[src/hdl/irla_pkg.sv]
package irla_pkg;

    // field widths
    localparam int SAMPLE_W = 10;
    localparam int DIST_W   = 8;
    localparam int TDATA_W  = 16;

    // linearization constants: floor(LIN_NUMERATOR / (sample - LIN_OFFSET)) - LIN_BIAS
    localparam int LIN_NUM_W = 13;
    localparam logic [LIN_NUM_W-1:0] LIN_NUMERATOR = 13'd6787;
    localparam logic [SAMPLE_W-1:0]  LIN_OFFSET    = 10'd3;
    localparam logic [DIST_W-1:0]    LIN_BIAS      = 8'd4;
    localparam logic [DIST_W-1:0]    DIST_MAX      = 8'd255;

    // configuration register indexes
    localparam int CFG_ADDR_W = 1;
    localparam logic [CFG_ADDR_W-1:0] CFG_MIN_DISTANCE = 1'b0;
    localparam logic [CFG_ADDR_W-1:0] CFG_MAX_DISTANCE = 1'b1;

    // register reset values
    localparam logic [DIST_W-1:0] MIN_DISTANCE_RST = 8'd10;
    localparam logic [DIST_W-1:0] MAX_DISTANCE_RST = 8'd80;

endpackage

[src/hdl/irla_sdiv.sv]
module irla_sdiv #(
    parameter int N_W = 13,
    parameter int D_W = 10
) (
    input  logic           i_clk,
    input  logic           i_rst_n,
    input  logic           i_start,
    input  logic [N_W-1:0] i_num,
    input  logic [D_W-1:0] i_den,
    output logic           o_done,
    output logic [N_W-1:0] o_quo
);

    // radix-4 restoring division: two quotient bits per cycle
    localparam int STEPS = (N_W + 1) / 2;
    localparam int PAD_W = 2 * STEPS;
    localparam int CNT_W = $clog2(STEPS + 1);

    logic [PAD_W-1:0] r_num, n_num;
    logic [D_W-1:0]   r_rem, n_rem;
    logic [D_W-1:0]   r_den;
    logic [CNT_W-1:0] r_cnt;
    logic             r_done;

    always_comb begin
        logic [D_W:0]     v_trial;
        logic [D_W-1:0]   v_rem;
        logic [PAD_W-1:0] v_num;
        logic             v_ge;
        v_rem = r_rem;
        v_num = r_num;
        for (int k = 0; k < 2; k++) begin
            v_trial = {v_rem, v_num[PAD_W-1]};
            v_ge    = (v_trial >= {1'b0, r_den});
            if (v_ge) begin
                v_trial = v_trial - {1'b0, r_den};
            end
            v_rem = v_trial[D_W-1:0];
            v_num = {v_num[PAD_W-2:0], v_ge};
        end
        n_rem = v_rem;
        n_num = v_num;
    end

    always_ff @(posedge i_clk) begin
        if (!i_rst_n) begin
            r_cnt  <= '0;
            r_done <= 1'b0;
        end else if (i_start) begin
            r_num  <= PAD_W'(i_num);
            r_rem  <= '0;
            r_den  <= i_den;
            r_cnt  <= CNT_W'(STEPS);
            r_done <= 1'b0;
        end else if (r_cnt != '0) begin
            r_num <= n_num;
            r_rem <= n_rem;
            r_cnt <= r_cnt - 1'b1;
            if (r_cnt == CNT_W'(1)) begin
                r_done <= 1'b1;
            end
        end
    end

    assign o_done = r_done;
    assign o_quo  = r_num[N_W-1:0];

endmodule

[src/hdl/ir_range_linearize_average_core.sv]
// sequence: the input transfer starts the radix-4 serial divider on the linearization,
//   the clamp state starts a second pass for the mean, and m_axis_tvalid is set as the
//   mean loads the output register; no new sample is taken until then, and a single
//   shared divider serves both the linearization and the mean
// reset: synchronous active-low; clears history, running sum, output valid,
//   and loads min_distance 10, max_distance 80
module ir_range_linearize_average_core #(
    parameter int HISTORY_DEPTH = 8
) (
    input  logic                            i_clk,
    input  logic                            i_rst_n,
    // input stream: tdata[9:0] sample, upper bits zero
    input  logic                            s_axis_tvalid,
    output logic                            s_axis_tready,
    input  logic [irla_pkg::TDATA_W-1:0]    s_axis_tdata,
    // result stream: tdata[7:0] distance_cm, tdata[15:8] average_cm
    output logic                            m_axis_tvalid,
    input  logic                            m_axis_tready,
    output logic [irla_pkg::TDATA_W-1:0]    m_axis_tdata,
    // configuration write port
    input  logic                            i_cfg_we,
    input  logic [irla_pkg::CFG_ADDR_W-1:0] i_cfg_addr,
    input  logic [irla_pkg::DIST_W-1:0]     i_cfg_wdata
);

    localparam int DW      = irla_pkg::DIST_W;
    localparam int SUM_W   = DW + $clog2(HISTORY_DEPTH);
    // shared divider sized for both the linearization and the mean
    localparam int DIV_N_W = (SUM_W > irla_pkg::LIN_NUM_W) ? SUM_W : irla_pkg::LIN_NUM_W;
    localparam int DEP_W   = $clog2(HISTORY_DEPTH + 1);
    localparam int DIV_D_W = (DEP_W > irla_pkg::SAMPLE_W) ? DEP_W : irla_pkg::SAMPLE_W;

    typedef enum logic [1:0] {
        S_IDLE,
        S_LIN,
        S_CLAMP,
        S_AVG
    } t_state;

    t_state r_state;

    // configuration registers
    logic [DW-1:0] r_min_dist;
    logic [DW-1:0] r_max_dist;

    always_ff @(posedge i_clk) begin
        if (!i_rst_n) begin
            r_min_dist <= irla_pkg::MIN_DISTANCE_RST;
            r_max_dist <= irla_pkg::MAX_DISTANCE_RST;
        end else if (i_cfg_we) begin
            unique case (i_cfg_addr)
                irla_pkg::CFG_MIN_DISTANCE: r_min_dist <= i_cfg_wdata;
                irla_pkg::CFG_MAX_DISTANCE: r_max_dist <= i_cfg_wdata;
                default: ;
            endcase
        end
    end

    // datapath registers
    logic                r_sat;       // sample at or below the offset
    logic [DW-1:0]       r_raw;       // saturated linearized distance
    logic [DW-1:0]       r_dist;      // clamped distance of current item
    logic [SUM_W-1:0]    r_sum;       // running sum of the history
    logic [DW-1:0]       r_hist [HISTORY_DEPTH];
    logic                r_out_valid;
    logic [DW-1:0]       r_out_dist;
    logic [DW-1:0]       r_out_avg;

    logic [irla_pkg::SAMPLE_W-1:0] w_sample;
    logic                          w_in_xfer;
    logic                          w_out_xfer;
    logic                          w_out_free;

    assign w_sample   = s_axis_tdata[irla_pkg::SAMPLE_W-1:0];
    assign w_in_xfer  = s_axis_tvalid && s_axis_tready;
    assign w_out_xfer = m_axis_tvalid && m_axis_tready;
    assign w_out_free = !r_out_valid || m_axis_tready;

    // shared serial divider
    logic               w_div_start;
    logic [DIV_N_W-1:0] w_div_num;
    logic [DIV_D_W-1:0] w_div_den;
    logic               w_div_done;
    logic [DIV_N_W-1:0] w_div_quo;

    irla_sdiv #(
        .N_W (DIV_N_W),
        .D_W (DIV_D_W)
    ) u_sdiv (
        .i_clk   (i_clk),
        .i_rst_n (i_rst_n),
        .i_start (w_div_start),
        .i_num   (w_div_num),
        .i_den   (w_div_den),
        .o_done  (w_div_done),
        .o_quo   (w_div_quo)
    );

    // linearization of the quotient: subtract bias, saturate
    logic [DW-1:0] w_lin;
    always_comb begin
        if (w_div_quo < DIV_N_W'(irla_pkg::LIN_BIAS)) begin
            w_lin = '0;
        end else if ((w_div_quo - DIV_N_W'(irla_pkg::LIN_BIAS))
                     > DIV_N_W'(irla_pkg::DIST_MAX)) begin
            w_lin = irla_pkg::DIST_MAX;
        end else begin
            w_lin = DW'(w_div_quo - DIV_N_W'(irla_pkg::LIN_BIAS));
        end
    end

    // clamp window, lower bound tested first
    logic [DW-1:0] w_clamped;
    always_comb begin
        priority if (r_raw < r_min_dist) begin
            w_clamped = r_min_dist;
        end else if (r_raw > r_max_dist) begin
            w_clamped = r_max_dist;
        end else begin
            w_clamped = r_raw;
        end
    end

    // running sum: add newest, drop the entry that falls off the end
    logic [SUM_W-1:0] w_sum_next;
    assign w_sum_next = SUM_W'(r_sum + SUM_W'(w_clamped)
                              - SUM_W'(r_hist[HISTORY_DEPTH-1]));

    assign w_div_start = (r_state == S_CLAMP) || ((r_state == S_IDLE) && w_in_xfer);
    assign w_div_num   = (r_state == S_CLAMP) ? DIV_N_W'(w_sum_next)
                                              : DIV_N_W'(irla_pkg::LIN_NUMERATOR);
    assign w_div_den   = (r_state == S_CLAMP) ? DIV_D_W'(HISTORY_DEPTH)
                                              : DIV_D_W'(w_sample - irla_pkg::LIN_OFFSET);

    // history shift line
    always_ff @(posedge i_clk) begin
        if (!i_rst_n) begin
            for (int i = 0; i < HISTORY_DEPTH; i++) begin
                r_hist[i] <= '0;
            end
            r_sum <= '0;
        end else if (r_state == S_CLAMP) begin
            for (int i = HISTORY_DEPTH - 1; i > 0; i--) begin
                r_hist[i] <= r_hist[i-1];
            end
            r_hist[0] <= w_clamped;
            r_sum     <= w_sum_next;
        end
    end

    // mean ready and output register free: result loads this cycle
    logic w_avg_done;
    assign w_avg_done = (r_state == S_AVG) && w_div_done && w_out_free;

    // sequencer and output register
    always_ff @(posedge i_clk) begin
        if (!i_rst_n) begin
            r_state     <= S_IDLE;
            r_out_valid <= 1'b0;
        end else begin
            if (w_out_xfer && !w_avg_done) begin
                r_out_valid <= 1'b0;
            end
            unique case (r_state)
                S_IDLE: begin
                    if (w_in_xfer) begin
                        r_sat   <= (w_sample <= irla_pkg::LIN_OFFSET);
                        r_state <= S_LIN;
                    end
                end
                S_LIN: begin
                    if (w_div_done) begin
                        r_raw   <= r_sat ? irla_pkg::DIST_MAX : w_lin;
                        r_state <= S_CLAMP;
                    end
                end
                S_CLAMP: begin
                    r_dist  <= w_clamped;
                    r_state <= S_AVG;
                end
                S_AVG: begin
                    // hold the mean until the output register is free
                    if (w_avg_done) begin
                        r_out_valid <= 1'b1;
                        r_out_dist  <= r_dist;
                        r_out_avg   <= w_div_quo[DW-1:0];
                        r_state     <= S_IDLE;
                    end
                end
                default: r_state <= S_IDLE;
            endcase
        end
    end

    assign s_axis_tready = (r_state == S_IDLE);
    assign m_axis_tvalid = r_out_valid;
    assign m_axis_tdata  = {r_out_avg, r_out_dist};

endmodule

[config.mk]
export PLATFORM = sky130hd
export DESIGN_NAME = ir_range_linearize_average_core
export DESIGN_NICKNAME = d
export VERILOG_FILES = /design/src/hdl/irla_pkg.sv /design/src/hdl/irla_sdiv.sv /design/src/hdl/ir_range_linearize_average_core.sv
export SDC_FILE = /design/constraint.sdc
export NUM_CORES = 1
export LEC_CHECK = 0
export ABC_AREA = 1
export BUFFER_PORTS_ARGS = -buffer_cell sky130_fd_sc_hd__buf_4
export CELL_PAD_IN_SITES_DETAIL_PLACEMENT = 0
export CELL_PAD_IN_SITES_GLOBAL_PLACEMENT = 2
export CORE_AREA = 2 2 168 170
export DETAILED_ROUTE_END_ITERATION = 7
export DIE_AREA = 0 0 170 172
export PLACE_DENSITY = 0.78
export SYNTH_ARGS = -nofsm -noshare
export SYNTH_HDL_FRONTEND = slang
export SYNTH_HIERARCHICAL = 1
export SYNTH_SLANG_ARGS = --single-unit
[constraint.sdc]
create_clock -name i_clk -period 4.6 [get_ports i_clk]
set_input_delay 0.46 -clock i_clk [delete_from_list [all_inputs] [get_ports i_clk]]
set_output_delay 0.46 -clock i_clk [all_outputs]
set_load 0.005 [all_outputs]
## After elaboration in Yosys (flattened, before gate mapping)

Memory sizes are Yosys's and may differ from the RTL's.
Index checks and enable logic that the tools add are counted.

- Add/subtract/negate cells: 7
- $lt $le $gt $ge: 7
- Equal/unequal tests: 7
- Mux-type cells: 31
- Bitwise gates (word level): 10
- Reduce and logical (&&, ||, !) cells: 24

Operators with widths:

| cell | number |
|---|---|
| two-way mux 8 bit | 12 |
| two-way mux 10 bit | 3 |
| two-way mux 13 bit | 2 |
| greater-or-equal comparator 11 x 10 -> 1 bit | 2 |
| subtractor 10 bit | 2 |
| two-way mux 14 bit | 1 |
| greater-than comparator 13 x 8 -> 1 bit, second input constant | 1 |
| < comparator 13 x 3 -> 1 bit, second input constant | 1 |
| subtractor 13 x 3 -> 13 bit, second input constant | 1 |
| AND reduction 2 bit | 6 |
| AND reduction 3 bit | 4 |
| adder 11 x 8 -> 11 bit | 1 |
| subtractor 11 x 8 -> 11 bit | 1 |
| <= comparator 10 x 2 -> 1 bit, second input constant | 1 |
| subtractor 10 x 2 -> 10 bit, second input constant | 1 |
| greater-than comparator 8 bit | 1 |
| < comparator 8 bit | 1 |
| bitwise OR 1 bit | 8 |
| one-hot mux 2 bit (4 select lines) | 1 |
| two-way mux 1 bit | 7 |
| logical AND 1 bit | 6 |
| two-way mux 2 bit | 3 |
| two-way mux 3 bit | 2 |
| equality test 2 bit, second input constant | 2 |
| 12 further kinds | 16 |

- Register bits after elaboration: 101
- Bits in writable memories: 64
- Bits of input ports: 30
- Output and inout bits: 18
- Logic and storage cells: 103
- Memories kept: 1

Memories:

| name | depth | bits a word | read ports | clocked after memory_dff | write ports | line | RTL |
|---|---|---|---|---|---|---|---|
| r_hist | 8 | 8 | 8 | 0 | 8 | ir_range_linearize_average_core.sv:64 | `logic [DW-1:0] r_hist [HISTORY_DEPTH];` |

## Logic depth before layout (Yosys ltp)

- Depth in word-level cells: 8
- Gate-level depth with buffers: 26
- Gate-level depth less buffers: 25

## By module

The synthesis kept the hierarchy.

Modules (own cells, without submodules):

| module | times used | cells an instance | area each (um^2) | seq. area each (um^2) |
|---|---|---|---|---|
| ir_range_linearize_average_core | 1 | 719 | 6563.8 | 3513.4 |
| irla_sdiv | 1 | 369 | 2897.8 | 1101.1 |

## Worst setup path before layout

No wires, ideal clock.

- Path type: register to register
- Start: reg r_raw[7]
- End: reg u_sdiv.r_num[8], data pin
- Setup time: 253 ps
- Data arrival time: 2992 ps
- Data required time: 4347 ps
- Setup slack: 1355 ps
- Cell stages (with the launch flop): 19
- Path buffers: 0
- Period minus slack after synthesis: 3245 ps
- Cell sequence: edfxtp_1 -> ha_1 -> a21o_1 -> nor2_2 -> nand2_4 -> nand2_4 -> nand2_1 -> nand3_1 -> nand2_2 -> fa_1 -> inv_1 -> ha_1 -> a21oi_1 -> inv_1 -> a21oi_1 -> nand3_1 -> and3_1 -> nand2_1 -> nand2_1

- Cells in the longest elaborated chain, start to end: 7
- Elaborated cells on any way between the ends: 8
- Those cells by class: add/sub (2); order compare (2); mux (4)

RTL lines:

| what | line | RTL |
|---|---|---|
| start, declared | ir_range_linearize_average_core.sv:61 | `logic [DW-1:0] r_raw;` |
| start signal, assigned | ir_range_linearize_average_core.sv:173 | `r_raw <= r_sat ? irla_pkg::DIST_MAX : w_lin;` |
| greater-than comparator 8 bit | ir_range_linearize_average_core.sv:117 | `end else if (r_raw > r_max_dist) begin` |
| two-way mux 8 bit | ir_range_linearize_average_core.sv:117 |  |
| two-way mux 8 bit * | ir_range_linearize_average_core.sv:115 | `priority if (r_raw < r_min_dist) begin` |
| adder 11 x 8 -> 11 bit * | ir_range_linearize_average_core.sv:126 | `assign w_sum_next = SUM_W'(r_sum + SUM_W'(w_clamped)` |
| subtractor 11 x 8 -> 11 bit * | ir_range_linearize_average_core.sv:127 | `- SUM_W'(r_hist[HISTORY_DEPTH-1]));` |
| two-way mux 13 bit * | ir_range_linearize_average_core.sv:130 | `assign w_div_num = (r_state == S_CLAMP) ? DIV_N_W'(w_sum_next)` |
| via w_div_num[8] | ir_range_linearize_average_core.sv:81 | `logic [DIV_N_W-1:0] w_div_num;` |
| two-way mux 13 bit * | irla_sdiv.sv:49 | `end else if (i_start) begin` |
| end signal, assigned | irla_sdiv.sv:50 | `r_num <= PAD_W'(i_num);` |
| end signal, assigned | irla_sdiv.sv:56 | `r_num <= n_num;` |
| end, declared | irla_sdiv.sv:19 | `logic [PAD_W-1:0] r_num, n_num;` |

The timed path passes the listed nets; every way through them passes the cells marked *.
A chain may end at the register's enable or synchronous reset.

## Worst setup path after layout

- Start: reg u_sdiv.r_den[1]
- End: reg u_sdiv.r_rem[8], data pin

- Cells in the longest elaborated chain, start to end: 5
- Elaborated cells on any way between the ends: 7
- Those cells by class: add/sub (2); order compare (2); mux (3)

RTL lines:

| what | line | RTL |
|---|---|---|
| start, declared | irla_sdiv.sv:21 | `logic [D_W-1:0] r_den;` |
| start signal, assigned | irla_sdiv.sv:52 | `r_den <= i_den;` |
| subtractor 10 bit or greater-or-equal comparator 11 x 10 -> 1 bit (tied branches) | irla_sdiv.sv:36, irla_sdiv.sv:34 |  |
| two-way mux 10 bit | irla_sdiv.sv:35 | `if (v_ge) begin` |
| subtractor 10 bit or greater-or-equal comparator 11 x 10 -> 1 bit (tied branches) | irla_sdiv.sv:36, irla_sdiv.sv:34 |  |
| two-way mux 10 bit * | irla_sdiv.sv:35 |  |
| two-way mux 10 bit * | irla_sdiv.sv:55 | `end else if (r_cnt != '0) begin` |
| end signal, assigned | irla_sdiv.sv:57 | `r_rem <= n_rem;` |
| end, declared | irla_sdiv.sv:20 | `logic [D_W-1:0] r_rem, n_rem;` |

Mark *: on every way between the ends. The rest lies on a longest branch, timed or not. The select of a mux whose other input is x is not followed.

==> run metrics <==
Core ar.=27,500 sq um; Crit Path Max Fanout=15; Post-synth EDFFs=131; Area Growth Syn to Fin=12.4%; Top Ports=48; outcome=finished clean; most common cell after layout, fill and taps aside=inv_1; RSZ-0062 raised after global routing=no; multi-input logic area=3810 sq um; crit path launch type=register; Synth Area per Inst=8.70 sq um; H-tree levels=4; ys flop type=edfxtp_1; Vias per Instance=4.54; Final Hold Viols=0; register clock-pin slew on the reported worst setup and hold paths=0.07 ns; worst hold path type=input port to register; Final nets=1,218; register area=4610 sq um; Worst Path Required=4.87 ns; FFs w/ async S/R, synth=0%; CTS resizes=0; Synth top area share=41.6%; Max Fclk=259 MHz; Seq/Total Area, Yosys=48.8%; most frequent cells in the layout=213 x inv_1, 211 x nand2_1, 131 x edfxtp_1; max cap viols=0; largest family of logic cells by synthesized area=simple AND/OR/NAND/NOR gates; RD Place Congestion=0.789; Initial Utilization=34.4%; global route overflow=0; hold_buf cts=0; input/output buffers=41; Clock Latency Late Sink=0.43 ns; Max transition margin=39.9%; share of cells above drive strength 1=12.3%; Max Clock Skew=0.0149 ns; Std-Cell Rows=61; Synth Area in XOR/XNOR=1.39%; CTS Buf Count=17; post-synthesis compound-gate area fraction=7.45%; Final setup viols=0; crit share post-route=84.0%; vias post-DR=6,717; die width=170 um; DPL Wire Length=14.9 mm; Slew @ Worst Pin=0.901 ns; vias in the first global route=6,667; GRT Resource Usage Total=15.0%; P per Cell Area=706 nW/um^2; Routed Antenna Nets=0; mapped cell area=9460 sq um; Setup CP Type=register to register; drc violations=0; initial antenna violation count=0; simple-gate share of the synthesized area=21.8%; Adder-Cell Fraction of Synth Area=9.65%; Power Total=0.00751 W; drt wl/cell=13.7 um; dominant cell type by area after synthesis=edfxtp_1; Synth Warn #=6; min Tclk post-route=3.87 ns; top post-synthesis cells by area=edfxtp_1 42%, inv_1 8.5%, nand2_1 8.4%, ha_1 7.5%, dfxtp_1 7.2%; Routed WL=20.2 mm; pins over their slew limit=0; ANT cells=0; clock sink count=165; flops & latches, synth=165; total leakage power=4.81 nW; Synth cell types=42; DR pass1 iterations=4; postcts setup bufs=0; clock buffer depth=2; TritonCTS clock tree=yes; Post-Synthesis Cells=1,088; DIE AREA=29,200 sq um; setup TNS=0 ns; Peak VDD IR=325 uV; CP Capture Type=register; Die Y=172 um; mux cell area share after synthesis=0%; largest net degree at the start of global routing=42; first-pass GRT wire length=34.1 mm; # fillers=2,841; WP data arrival=4.13 ns; CTS Root Cell=clkbuf_16; syn nets=1,185; DR iter-0 viols=344
==> sequential cells by signal, summed over array words and instances (netlist names) <==
signal / cells
u_sdiv/r_rem: 10
r_out_dist: 8
u_sdiv/o_done: 1
u_sdiv/r_num: 14
r_state: 2
m_axis_tvalid: 1
r_sat: 1
r_sum: 11
u_sdiv/r_den: 10
r_dist: 8
r_max_dist: 8
r_out_avg: 8
r_raw: 8
u_sdiv/r_cnt: 3
r_hist: 64
r_min_dist: 8
==> synth_stat cells (13+ instances only) <==
library cell  instances
ha_1                 57
nor2_1              115
a21oi_1              55
o21ai_1              19
inv_1               214
buf_4                13
nand2_1             212
dfxtp_1              34
nand2_2              13
nand3_1              61
o21ai_0              33
edfxtp_1            131
==> metal layers <==
layer	wire length, um	vias up	global-route usage [%]	part of all wire (%)
li1	-	3548	-	-
met1	10200	3079	20.6	50
met2	9280	70	24.6	46
met3	505	20	2.38	2.5
met4	244	0	4.16	1.2
met5	0	-	0	0
==> worst max-delay path, cell delays in order (launching register included) <==
cell and delay [ns]:
edfxtp_1 0.43, inv_1 0.19, ha_1 0.29, nand3_1 0.10, nand3_2 0.12, nand3_2 0.12
nand3_2 0.08, nor2_4 0.31, nand2_1 0.08, o21ai_1 0.15, ha_1 0.34, a21oi_1 0.23
nand2_1 0.11, nand2_1 0.07, nand4_1 0.11, nand2_1 0.11, nand3_2 0.11, nor2_2 0.29
buf_4 0.25, nand3_1 0.08, o21ai_1 0.14
==> cell families after synthesis <==
kind of cell / count (synthesis)
and+or+nand+nor: 457
adders and majority gates: 67
buffers and inverters: 255
DFF: 165
AOI/OAI and AO/OA: 129
xor gates and xnor gates: 15
==> final timing paths <==
path                      to  slack [ns]             from  cells after the start
max reg2reg  u_sdiv/r_rem[8]        0.73  u_sdiv/r_den[1]                     20
min            r_max_dist[4]        0.26   i_cfg_wdata[4]                      3
min reg2reg    r_out_dist[5]        0.42        r_dist[5]                      0
max          u_sdiv/r_rem[8]        0.73  u_sdiv/r_den[1]                     20
==> where the power goes <==
group / total (W) / leakage [nW] / switching, W / internal (W)
Combinational: 0.00381 / 2.96 / 0.00246 / 0.00136
Clock: 0.00140 / 0.280 / 0.000653 / 0.000744
Sequential: 0.00230 / 1.57 / 0.000180 / 0.00212
Total: 0.00751 / 4.81 / 0.00329 / 0.00422
==> through the flow <==
step | instances | worst slack (ns) | hold WS, ns | utilization [%] | instance area [sq um]
floorplan | 1088 | 1.36 | 0.400 | - | 9460
global placement | 1448 | 0.722 | 0.403 | 36.7 | 10100
detailed placement | 1448 | 0.714 | 0.405 | 36.7 | 10100
CTS | 1480 | 0.686 | 0.238 | 38.7 | 10600
global route | 1480 | 0.259 | 0.246 | 38.7 | 10600
finish | 1480 | 0.734 | 0.258 | 38.7 | 10600
==> cell type report <==
class | instances | area share [%]
Sequential cell | 165 | 43.4
Multi-Input combinational cell | 668 | 35.8
Inverter | 219 | 7.74
Clock buffer | 19 | 4.27
Tap cell | 346 | 4.07
Timing Repair Buffer | 50 | 3.65
Clock inverter | 13 | 1.06
(Power assumes the default switching activity.)
